File: src/rtl/sacl_pkg.sv
// Shared constants, types and helper functions for the LRU cache tag tracker.
package sacl_pkg;

  localparam int MAX_SET_BITS_DEF = 8;
  localparam int MAX_WAYS_DEF     = 8;
  localparam int ADDR_WIDTH_DEF   = 64;

  localparam int KIND_W      = 2;
  localparam int OUTCOME_W   = 2;
  localparam int CNT_W       = 32;
  localparam int CFG_IDX_W   = 2;
  localparam int CFG_DATA_W  = 6;
  localparam int SET_CFG_W   = 4;
  localparam int WAYS_CFG_W  = 4;
  localparam int OFF_CFG_W   = 6;
  localparam int OFFSET_MAX  = 32;
  localparam int SHIFT_W     = 6;

  localparam int OUT_FIELDS_W = OUTCOME_W + 1 + 3 * CNT_W;
  localparam int OUT_DATA_W   = ((OUT_FIELDS_W + 7) / 8) * 8;

  localparam int OUT_EXTRA_LSB = OUTCOME_W;
  localparam int OUT_HIT_LSB   = OUTCOME_W + 1;
  localparam int OUT_MISS_LSB  = OUT_HIT_LSB + CNT_W;
  localparam int OUT_EVICT_LSB = OUT_MISS_LSB + CNT_W;

  localparam logic [SET_CFG_W-1:0]  SET_BITS_RST    = 4'd4;
  localparam logic [WAYS_CFG_W-1:0] WAYS_RST        = 4'd1;
  localparam logic [OFF_CFG_W-1:0]  OFFSET_BITS_RST = 6'd4;

  typedef enum logic [KIND_W-1:0] {
    KIND_LOAD,
    KIND_STORE,
    KIND_MODIFY,
    KIND_IFETCH
  } kind_t;

  typedef enum logic [OUTCOME_W-1:0] {
    OUT_HIT,
    OUT_FILL,
    OUT_EVICT
  } outcome_t;

  typedef enum logic [CFG_IDX_W-1:0] {
    REG_SET_BITS,
    REG_WAYS,
    REG_OFFSET_BITS
  } reg_idx_t;

  typedef enum logic {
    ST_IDLE,
    ST_LOOKUP
  } state_t;

  typedef struct packed {
    outcome_t outcome;
    logic     is_hit;
    logic     is_miss;
    logic     is_evict;
  } lookup_res_t;

  function automatic logic [CNT_W-1:0] sat_add(input logic [CNT_W-1:0] cnt,
                                               input logic [1:0] inc);
    logic [CNT_W:0] sum;
    sum = {1'b0, cnt} + (CNT_W + 1)'(inc);
    return sum[CNT_W] ? {CNT_W{1'b1}} : sum[CNT_W-1:0];
  endfunction

endpackage

File: src/rtl/sacl_lookup.sv
// Tag compare, victim choice and LRU rank update for one set row.
module sacl_lookup
  import sacl_pkg::*;
#(
  parameter int MAX_WAYS = 8,
  parameter int TAG_W    = 62,
  parameter int RANK_W   = 3,
  parameter int WC_W     = 4,
  parameter int ROW_W    = 528
) (
  input  logic [ROW_W-1:0] row_in,
  input  logic             row_fresh,
  input  logic [TAG_W-1:0] tag,
  input  logic [WC_W-1:0]  ways,
  output logic [ROW_W-1:0] row_out,
  output lookup_res_t      res
);

  localparam int RANK_LSB = MAX_WAYS;
  localparam int TAG_LSB  = MAX_WAYS + MAX_WAYS * RANK_W;

  logic [MAX_WAYS-1:0] act;
  logic [MAX_WAYS-1:0] vld;
  logic [MAX_WAYS-1:0] hitv;
  logic [MAX_WAYS-1:0] freev;
  logic [RANK_W-1:0]   rk [MAX_WAYS];
  logic [TAG_W-1:0]    tg [MAX_WAYS];

  logic              found;
  logic              free_found;
  logic [RANK_W-1:0] hway;
  logic [RANK_W-1:0] fway;
  logic [RANK_W-1:0] vway;
  logic [RANK_W-1:0] best;
  logic [RANK_W-1:0] way;
  logic [WC_W-1:0]   limit;

  for (genvar w = 0; w < MAX_WAYS; w++) begin : g_way
    assign act[w]   = WC_W'(w) < ways;
    assign vld[w]   = ~row_fresh & row_in[w];
    assign rk[w]    = row_fresh ? '0 : row_in[RANK_LSB + w * RANK_W +: RANK_W];
    assign tg[w]    = row_in[TAG_LSB + w * TAG_W +: TAG_W];
    assign hitv[w]  = act[w] & vld[w] & (tg[w] == tag);
    assign freev[w] = act[w] & ~vld[w];
  end

  always_comb begin
    found      = |hitv;
    free_found = |freev;
    hway       = '0;
    fway       = '0;
    for (int w = MAX_WAYS - 1; w >= 0; w--) begin
      if (hitv[w]) begin
        hway = RANK_W'(w);
      end
      if (freev[w]) begin
        fway = RANK_W'(w);
      end
    end
    // Ties on rank keep the lowest way.
    vway = '0;
    best = rk[0];
    for (int w = 1; w < MAX_WAYS; w++) begin
      if (act[w] && (rk[w] > best)) begin
        best = rk[w];
        vway = RANK_W'(w);
      end
    end
    if (found) begin
      way   = hway;
      limit = WC_W'(rk[hway]);
    end else if (free_found) begin
      way   = fway;
      limit = WC_W'(MAX_WAYS);
    end else begin
      way   = vway;
      limit = WC_W'(best);
    end
  end

  always_comb begin
    row_out = row_in;
    for (int w = 0; w < MAX_WAYS; w++) begin
      row_out[w] = vld[w];
      row_out[RANK_LSB + w * RANK_W +: RANK_W] = rk[w];
      if (act[w] && vld[w] && (WC_W'(rk[w]) < limit) && (int'(rk[w]) < MAX_WAYS - 1)) begin
        row_out[RANK_LSB + w * RANK_W +: RANK_W] = rk[w] + 1'b1;
      end
      if (RANK_W'(w) == way) begin
        row_out[RANK_LSB + w * RANK_W +: RANK_W] = '0;
        if (!found) begin
          row_out[w] = 1'b1;
          row_out[TAG_LSB + w * TAG_W +: TAG_W] = tag;
        end
      end
    end
  end

  always_comb begin
    res.is_hit   = found;
    res.is_miss  = ~found;
    res.is_evict = ~found & ~free_found;
    if (found) begin
      res.outcome = OUT_HIT;
    end else if (free_found) begin
      res.outcome = OUT_FILL;
    end else begin
      res.outcome = OUT_EVICT;
    end
  end

endmodule

File: config.mk
export PLATFORM = sky130hd
export DESIGN_NAME = sacl_lookup
export DESIGN_NICKNAME = d
export VERILOG_FILES = /design/src/rtl/sacl_pkg.sv /design/src/rtl/sacl_lookup.sv
export SDC_FILE = /design/constraint.sdc
export NUM_CORES = 1
export LEC_CHECK = 0
export ABC_AREA = 0
export BUFFER_PORTS_ARGS = -buffer_cell sky130_fd_sc_hd__buf_2
export CAP_MARGIN = 0
export CORE_AREA = 2 2 434 436
export DETAILED_ROUTE_END_ITERATION = 16
export DIE_AREA = 0 0 436 438
export SETUP_SLACK_MARGIN = 0.3
export SYNTH_ARGS = -nofsm -noshare
export SYNTH_HDL_FRONTEND = slang
export SYNTH_SLANG_ARGS = --single-unit
export TNS_END_PERCENT = 10
File: constraint.sdc
create_clock -name vclk -period 15.4
set_input_delay 0.77 -clock vclk [all_inputs]
set_output_delay 0.77 -clock vclk [all_outputs]
set_load 0.005 [all_outputs]
# Yosys cells after proc, flatten, opt, wreduce, memory -nomap -nowiden

Cells that the tools add are included.

Flip-flop bits (word level): 0
Bits of input ports: 595
Word-level logic and storage cells: 229
Output and inout port bits: 533

$lt $le $gt $ge: 32
$add $sub $neg: 8
Eq/ne operators: 15
Reduce and logical (&&, ||, !) cells: 34
Bitwise operators: 45
Multiplexer cells: 95

Operators with widths:

| cell                                                                         | number |
|---|---|
| 62-bit 2-to-1 mux                                                            | 16 |
| 62-bit equality test                                                         | 8 |
| 3-bit 2-to-1 mux                                                             | 57 |
| 1-bit bitwise AND                                                            | 33 |
| 3-bit by 4-bit less-than comparator with 1-bit output                        | 8 |
| 1-bit logical AND                                                            | 31 |
| 3-bit by 1-bit adder with 3-bit output (second input constant)               | 8 |
| 3-bit less-than comparator (second input constant)                           | 8 |
| 3-bit greater-than comparator                                                | 7 |
| 1-bit 2-to-1 mux                                                             | 17 |
| 3-bit by 4-bit less-than comparator with 1-bit output (first input constant) | 4 |
| 8-bit OR reduction                                                           | 2 |
| 3-bit equality test (first input constant)                                   | 4 |
| 1-bit inverter                                                               | 11 |
| 3-bit binary-select mux with 3-bit select                                    | 1 |
| 1-bit by 4-bit less-than comparator with 1-bit output (first input constant) | 2 |
| 2-bit by 4-bit less-than comparator with 1-bit output (first input constant) | 2 |
| 4-bit 2-to-1 mux                                                             | 2 |
| 2-bit by 3-bit equality test with 1-bit output (first input constant)        | 2 |
| 4-bit >= comparator (second input constant)                                  | 1 |
| 2-bit 2-to-1 mux                                                             | 2 |
| 3-bit inverter with 4-bit output                                             | 1 |
| 1-bit by 3-bit equality test with 1-bit output (first input constant)        | 1 |
| 3-bit zero test                                                              | 1 |

# Longest topological paths before layout

Gate-level depths: netlist (run 1).

Depth in word-level cells: 29
Mapped depth: 61
Gate-level depth less buffers: 59

# Worst setup path before layout (run 1)

No wires, ideal clock.

Kind: input port to output port
Start: input port row_fresh
End: output port row_out[28]
Path buffers: 2
Stages on the path: 53
Arrival time: 13.001 ns
Setup slack: 1.629 ns
Cell sequence: buf_4 > clkbuf_1 > nor2b_1 > inv_1 > ha_1 > o32a_4 > a21oi_1 > o21ai_0 > ha_1 > nor2_1 > o211ai_1 > a31o_2 > mux2_2 > ha_1 > nor2_1 > nor2_1 > nor3_1 > and3_1 > [... 17 more ...] > a311oi_1 > mux2_2 > ha_1 > nand3_1 > nand2_1 > a21oi_1 > inv_1 > mux2_2 > o31ai_1 > o21ai_0 > ha_1 > o21a_1 > o21bai_1 > a31o_2 > o2111ai_1 > o21a_1 > or3_1 > a21oi_1

Longest elaborated chain between the ends: 29
Elaborated cells on any way between the ends: 112
Those cells by class: add/sub: 1; order compare: 9; eq/ne: 1; mux: 47; bitwise: 42; reduce/logical: 12

RTL lines:

| element                                               | RTL line          | source |
|---|---|---|
| start, declared                                       | sacl_lookup.sv:12 | `input logic row_fresh,` |
| 3-bit 2-to-1 mux                                      | sacl_lookup.sv:41 | `assign rk[w] = row_fresh ? '0 : row_in[RANK_LSB + w * RANK_W +: RANK_W];` |
| 3-bit greater-than comparator                         | sacl_lookup.sv:64 | `if (act[w] && (rk[w] > best)) begin` |
| 1-bit logical AND                                     | sacl_lookup.sv:64 |  |
| 3-bit 2-to-1 mux                                      | sacl_lookup.sv:64 |  |
| 3-bit greater-than comparator                         | sacl_lookup.sv:64 |  |
| 1-bit logical AND                                     | sacl_lookup.sv:64 |  |
| 3-bit 2-to-1 mux                                      | sacl_lookup.sv:64 |  |
| 3-bit greater-than comparator                         | sacl_lookup.sv:64 |  |
| [... 12 more ...]                                     | n/a               |  |
| 1-bit logical AND                                     | sacl_lookup.sv:64 |  |
| 3-bit 2-to-1 mux                                      | sacl_lookup.sv:64 |  |
| 4-bit 2-to-1 mux                                      | sacl_lookup.sv:72 | `end else if (free_found) begin` |
| 4-bit 2-to-1 mux                                      | sacl_lookup.sv:69 | `if (found) begin` |
| 3-bit by 4-bit less-than comparator with 1-bit output | sacl_lookup.sv:86 | `if (act[w] && vld[w] && (WC_W'(rk[w]) < limit) && (int'(rk[w]) < MAX_WAYS - 1)) begin` |
| 1-bit logical AND (2 in series)                       | sacl_lookup.sv:86 |  |
| 3-bit 2-to-1 mux                                      | sacl_lookup.sv:86 |  |
| 3-bit 2-to-1 mux (*)                                  | sacl_lookup.sv:89 | `if (RANK_W'(w) == way) begin` |
| end, declared                                         | sacl_lookup.sv:15 | `output logic [ROW_W-1:0] row_out,` |

Every way passes the cells marked *; elsewhere a longest branch is shown, timed or not. The select of a mux whose other input is x is not followed.

# Final worst setup path (run 1)

Ends and elaborated chain as after synthesis.

==> results.sh, run 1 <==
export IMPL_vias=25000
export IMPL_place_inst=5638
export IMPL_synth_cells=2090
export IMPL_fin_area_sq_um=25800
export IMPL_port_buffer_count=1128
export IMPL_drtIter0Drc=2896
export IMPL_ant_nets=0
export IMPL_synth_area_sq_um=16600
export IMPL_rsz0062_at_grt="no"
export IMPL_ctsResizeCount=0
export IMPL_hold_class="input pin to output port"
export IMPL_layout_cells_non_filler=5733
export IMPL_cp_end_kind="output port"
export IMPL_setup_viol=0
export IMPL_yosysSeqAreaShare=0
export IMPL_avgSynthCellArea_sq_um=7.92
export IMPL_hold_viol_final=0
export IMPL_cap_violations=0
export IMPL_synth_cell_types=81
export IMPL_cp_slowest_cell="mux2i_2"
export IMPL_grt_max_degree=55
export IMPL_grt_pass1_vias=22900
export IMPL_die_h_um=438
export IMPL_fill_cells=21900
export IMPL_firstDrtPassIters=6
export IMPL_grt_first_pass_wirelength_mm=316
export IMPL_p_leak_nw=10.4
export IMPL_max_freq_mhz=70.0
export IMPL_clock_buffers=0
export IMPL_dp_slack_ns=0.955
export IMPL_seq_cells=0
export IMPL_vias_per_cell=4.36
export IMPL_setup_worst_path_start_class="input pin"
export IMPL_power_density_nw_per_um2=42.2
export IMPL_ctsHoldBuffers=0
export IMPL_grt_antenna_before_repair=173
export IMPL_power_total_w=0.00109
export IMPL_ir_worst_vdd_mv=0.0313
export IMPL_routed_wl_mm=266
export IMPL_avgRoutedWirePerCell_um=46.5
export IMPL_post_cts_buffers=0
export IMPL_cp_slowest_stage_delay_ns=0.45
export IMPL_gp_routability_congestion=0.982
export IMPL_place_area_sq_um=25600
export IMPL_area_growth_pct=56.1
export IMPL_cp_max_fo=7
export IMPL_die_area_sq_um=191000
export IMPL_maxSlewHeadroom=0.192
export IMPL_die_w_um=436
export IMPL_final_nets=3774
export IMPL_drc=0
export IMPL_syn_num_nets=2719
export IMPL_coreArea_sq_um=187000
export IMPL_fin_crit_ns=14.29
export IMPL_grt_usage=0.264
export IMPL_seq_area_sq_um=0
export IMPL_initial_core_util=0.0887
export IMPL_yosysWarnings=0
export IMPL_worst_pin_slew_ns=1.21
export IMPL_crit_path_frequent_cell="ha_1"
export IMPL_boundaryPins=1128
export IMPL_period_share=0.928
export IMPL_layout_setup_ws_ns=1.11
export IMPL_path_class="input pin to output port"
export IMPL_worst_ep_arrival_time_ns=13.52
export IMPL_num_rows=159
export IMPL_hpwl_mm=233
export IMPL_final_layout_size_suffix_gt1_frac=0.562
export IMPL_outcome="completed"
export IMPL_worstPathRequired_ns=14.63
export IMPL_holdPathStages=3
export IMPL_fin_setup_tns_ns=0
export IMPL_slew_viol_final=0
export IMPL_overflow=0
[layout make-up]
type	count	area (sq um)	share of cell area
multi-input cells	1852	15500	0.600
repair buffers	1251	6820	0.264
inverters	40	150	0.00581
diodes	95	238	0.00920
well taps	2495	3120	0.121
[cell usage in the layout, fill, tap and decap left out, types with 27 or more instances in the layout]
| master | instances |
|---|---|
| mux2_2 | 472 |
| o21ai_0 | 42 |
| inv_1 | 40 |
| nor2_1 | 84 |
| ha_1 | 34 |
| nand2b_1 | 27 |
| nand2_1 | 71 |
| nor4_1 | 122 |
| a21oi_1 | 38 |
| buf_4 | 103 |
| buf_2 | 1128 |
| mux2_1 | 27 |
| xor2_1 | 218 |
| nand4_1 | 142 |
| xnor2_1 | 270 |
| diode_2 | 95 |
| nor2b_1 | 29 |
[per-stage QoR]
step                utilization  hold slack [ns]
finish                    0.139             1.87
global route              0.138             1.88
CTS                       0.137             1.87
detailed placement        0.137             1.86
global placement          0.137             1.86
floorplan                     -             1.64
[critical path, delay by kind of cell]
kind / cells / cell delay (ns)
buffers and inverters: 5 / 0.86
adder cells (fa/ha/maj): 8 / 2.44
AO/OA/AOI/OAI: 22 / 5.51
AND/OR/NAND/NOR: 15 / 2.11
multiplexers: 5 / 1.81
[worst paths after layout]
check | slack, ns | to | from
worst min-delay path | 1.87 | row_out[131] | row_in[131]
worst max-delay path | 1.11 | row_out[28] | row_fresh
[cells in the mapped netlist, drive strengths merged, types with 38 or more instances]
master	count	area [sq um]
mux2	499	5620
nor2	87	329
nand2	74	278
inv	40	150
xor2	218	1910
clkbuf	101	379
a21oi	38	190
buf	97	598
nand4	142	888
nor4	127	810
o21ai	46	230
xnor2	270	2360
[where the power goes]
| part | switching, W | internal, W | leakage (nW) |
|---|---|---|---|
| registers | 0 | 0 | 0 |
| clock network | 0 | 0.000000000475 | 0.000598 |
| logic | 0.000736 | 0.000354 | 10.4 |
| total | 0.000736 | 0.000354 | 10.4 |
[logic make-up after synthesis]
| kind of cell | after synthesis | synth area share |
|---|---|---|
| buf+inv | 238 | 0.0681 |
| compound gates | 194 | 0.0820 |
| simple gates | 618 | 0.215 |
| xor+xnor | 488 | 0.258 |
| mux | 518 | 0.351 |
| fa+ha+maj | 34 | 0.0257 |
[layer usage]
layer | vias to the layer above | track usage | share of wire
li1 | 9895 | - | -
met1 | 12600 | 0.307 | 0.38
met2 | 1999 | 0.423 | 0.45
met3 | 483 | 0.104 | 0.11
met4 | 54 | 0.122 | 0.058
met5 | - | 0.00670 | 0.0018
No activity file was read; power rests on OpenSTA's default activity.
==> run 2: changes to the inputs <==
- CORE_AREA: 2 2 434 436 -> 2 2 441 443
- DIE_AREA: 0 0 436 438 -> 0 0 443 445
- clock period: 15.4 -> 18.4 ns (I/O delays scaled with it)
==> run 2 against run 1 <==
Power down 17%. Combinational power down 17%. Sequential cell count unchanged. Critical endpoint unchanged. Critical path type unchanged. Cell count up 0.21%. Die area up 3.2%. Clock-buffer cell count unchanged.
==> results.sh, run 2 (same netlist as run 1, synthesis figures left out) <==
export IMPL_fin_setup_tns_ns=0
export IMPL_num_rows=161
export IMPL_grt_antenna_before_repair=207
export IMPL_layout_common_cells="buf_2, mux2_2, xnor2_1, xor2_1, nand4_1"
export IMPL_hold_class="input pin to output port"
export IMPL_post_cts_buffers=0
export IMPL_critical_path_buf_inv_count=5
export IMPL_cp_max_fo=10
export IMPL_ant_nets=0
export IMPL_clock_buffers=0
export IMPL_path_class="input pin to output port"
export IMPL_worst_pin_slew_ns=1.25
export IMPL_vias=24900
export IMPL_avgRoutedWirePerCell_um=47.2
export IMPL_setup_worst_path_start_class="input pin"
export IMPL_routed_wl_mm=271
export IMPL_crit_path_frequent_cell="ha_1"
export IMPL_vias_per_cell=4.33
export IMPL_hold_viol_final=0
export IMPL_maxSlewHeadroom=0.160
export IMPL_utilization=0.133
export IMPL_seq_area_sq_um=0
export IMPL_setup_viol=0
export IMPL_overflow=0
export IMPL_die_area_sq_um=197000
export IMPL_coreArea_sq_um=192000
export IMPL_grt_usage=0.260
export IMPL_critPathTopFamily="compound AO/OA/AOI/OAI gates"
export IMPL_hpwl_mm=236
export IMPL_outcome="completed"
export IMPL_final_nets=3747
export IMPL_layout_commonest_cell="buf_2"
export IMPL_slew_viol_final=0
export IMPL_firstDrtPassIters=8
export IMPL_initial_core_util=0.0862
export IMPL_final_layout_size_suffix_gt1_frac=0.556
export IMPL_grt_first_pass_wirelength_mm=319
export IMPL_port_buffer_count=1128
export IMPL_power_density_nw_per_um2=35.5
export IMPL_drc=0
export IMPL_fill_cells=22400
export IMPL_grt_max_degree=64
export IMPL_period_share=0.896
export IMPL_gp_routability_congestion=1.04
export IMPL_boundaryPins=1128
export IMPL_area_growth_pct=54.0
export IMPL_fin_crit_ns=16.48
export IMPL_die_w_um=443
export IMPL_worstPathRequired_ns=17.48
export IMPL_rsz0062_at_grt="no"
export IMPL_cp_slowest_stage_delay_ns=0.70
export IMPL_ctsHoldBuffers=0
export IMPL_ctsResizeCount=0
export IMPL_max_freq_mhz=60.7
export IMPL_cap_violations=0
export IMPL_seq_cells=0
export IMPL_ir_worst_vdd_mv=0.0291
export IMPL_cp_end_kind="output port"
export IMPL_cp_slowest_cell="o32ai_1"
export IMPL_worst_ep_arrival_time_ns=15.56
export IMPL_drtIter0Drc=3355
export IMPL_die_h_um=445
export IMPL_power_total_w=0.000906
export IMPL_grt_pass1_vias=22900
export IMPL_p_leak_nw=10.2
==> run 2: worst paths after layout <==
path	start	slack, ns	depth (start not counted)	endpoint
hold / removal	row_in[278]	2.15	3	row_out[278]
setup / recovery	row_fresh	1.92	54	row_out[28]
==> run 2: power breakdown <==
part / switching (W) / internal, W
Sequential: 0 / 0
Combinational: 0.000617 / 0.000289
Clock: 0 / 0.000000000477
Total: 0.000617 / 0.000289
==> run 2: area by class of cell <==
class                           instances  area (sq um)  share of cell area
Antenna cell                          103           258              0.0101
Inverter                               40           150             0.00589
Multi-Input combinational cell       1852         15500               0.608
Tap cell                             2526          3160               0.124
Timing Repair Buffer                 1224          6430               0.252
==> run 2: per-stage QoR <==
step,cells,hold slack [ns],setup slack (ns),area (sq um)
2_1_floorplan,2090,1.94,4.33,16600
3_3_place_gp,5642,2.15,1.88,25200
3_5_place_dp,5642,2.15,1.83,25200
4_1_cts,5642,2.16,1.69,25200
5_1_grt,5719,2.18,1.12,25400
6_report,5745,2.15,1.92,25500
==> run 2: tightest hold or removal path: stages <==
cell and delay [ns]:
buf_2 0.10, mux2_1 0.11, buf_2 0.10
==> run 2: metal layers <==
| layer | GRT usage | wire [um] | vias up | share of wire |
|---|---|---|---|---|
| li1 | - | - | 9861 | - |
| met1 | 0.301 | 103000 | 12400 | 0.38 |
| met2 | 0.411 | 121000 | 2061 | 0.45 |
| met3 | 0.0989 | 29200 | 518 | 0.11 |
| met4 | 0.144 | 17600 | 54 | 0.065 |
| met5 | 0 | 326 | - | 0.0012 |
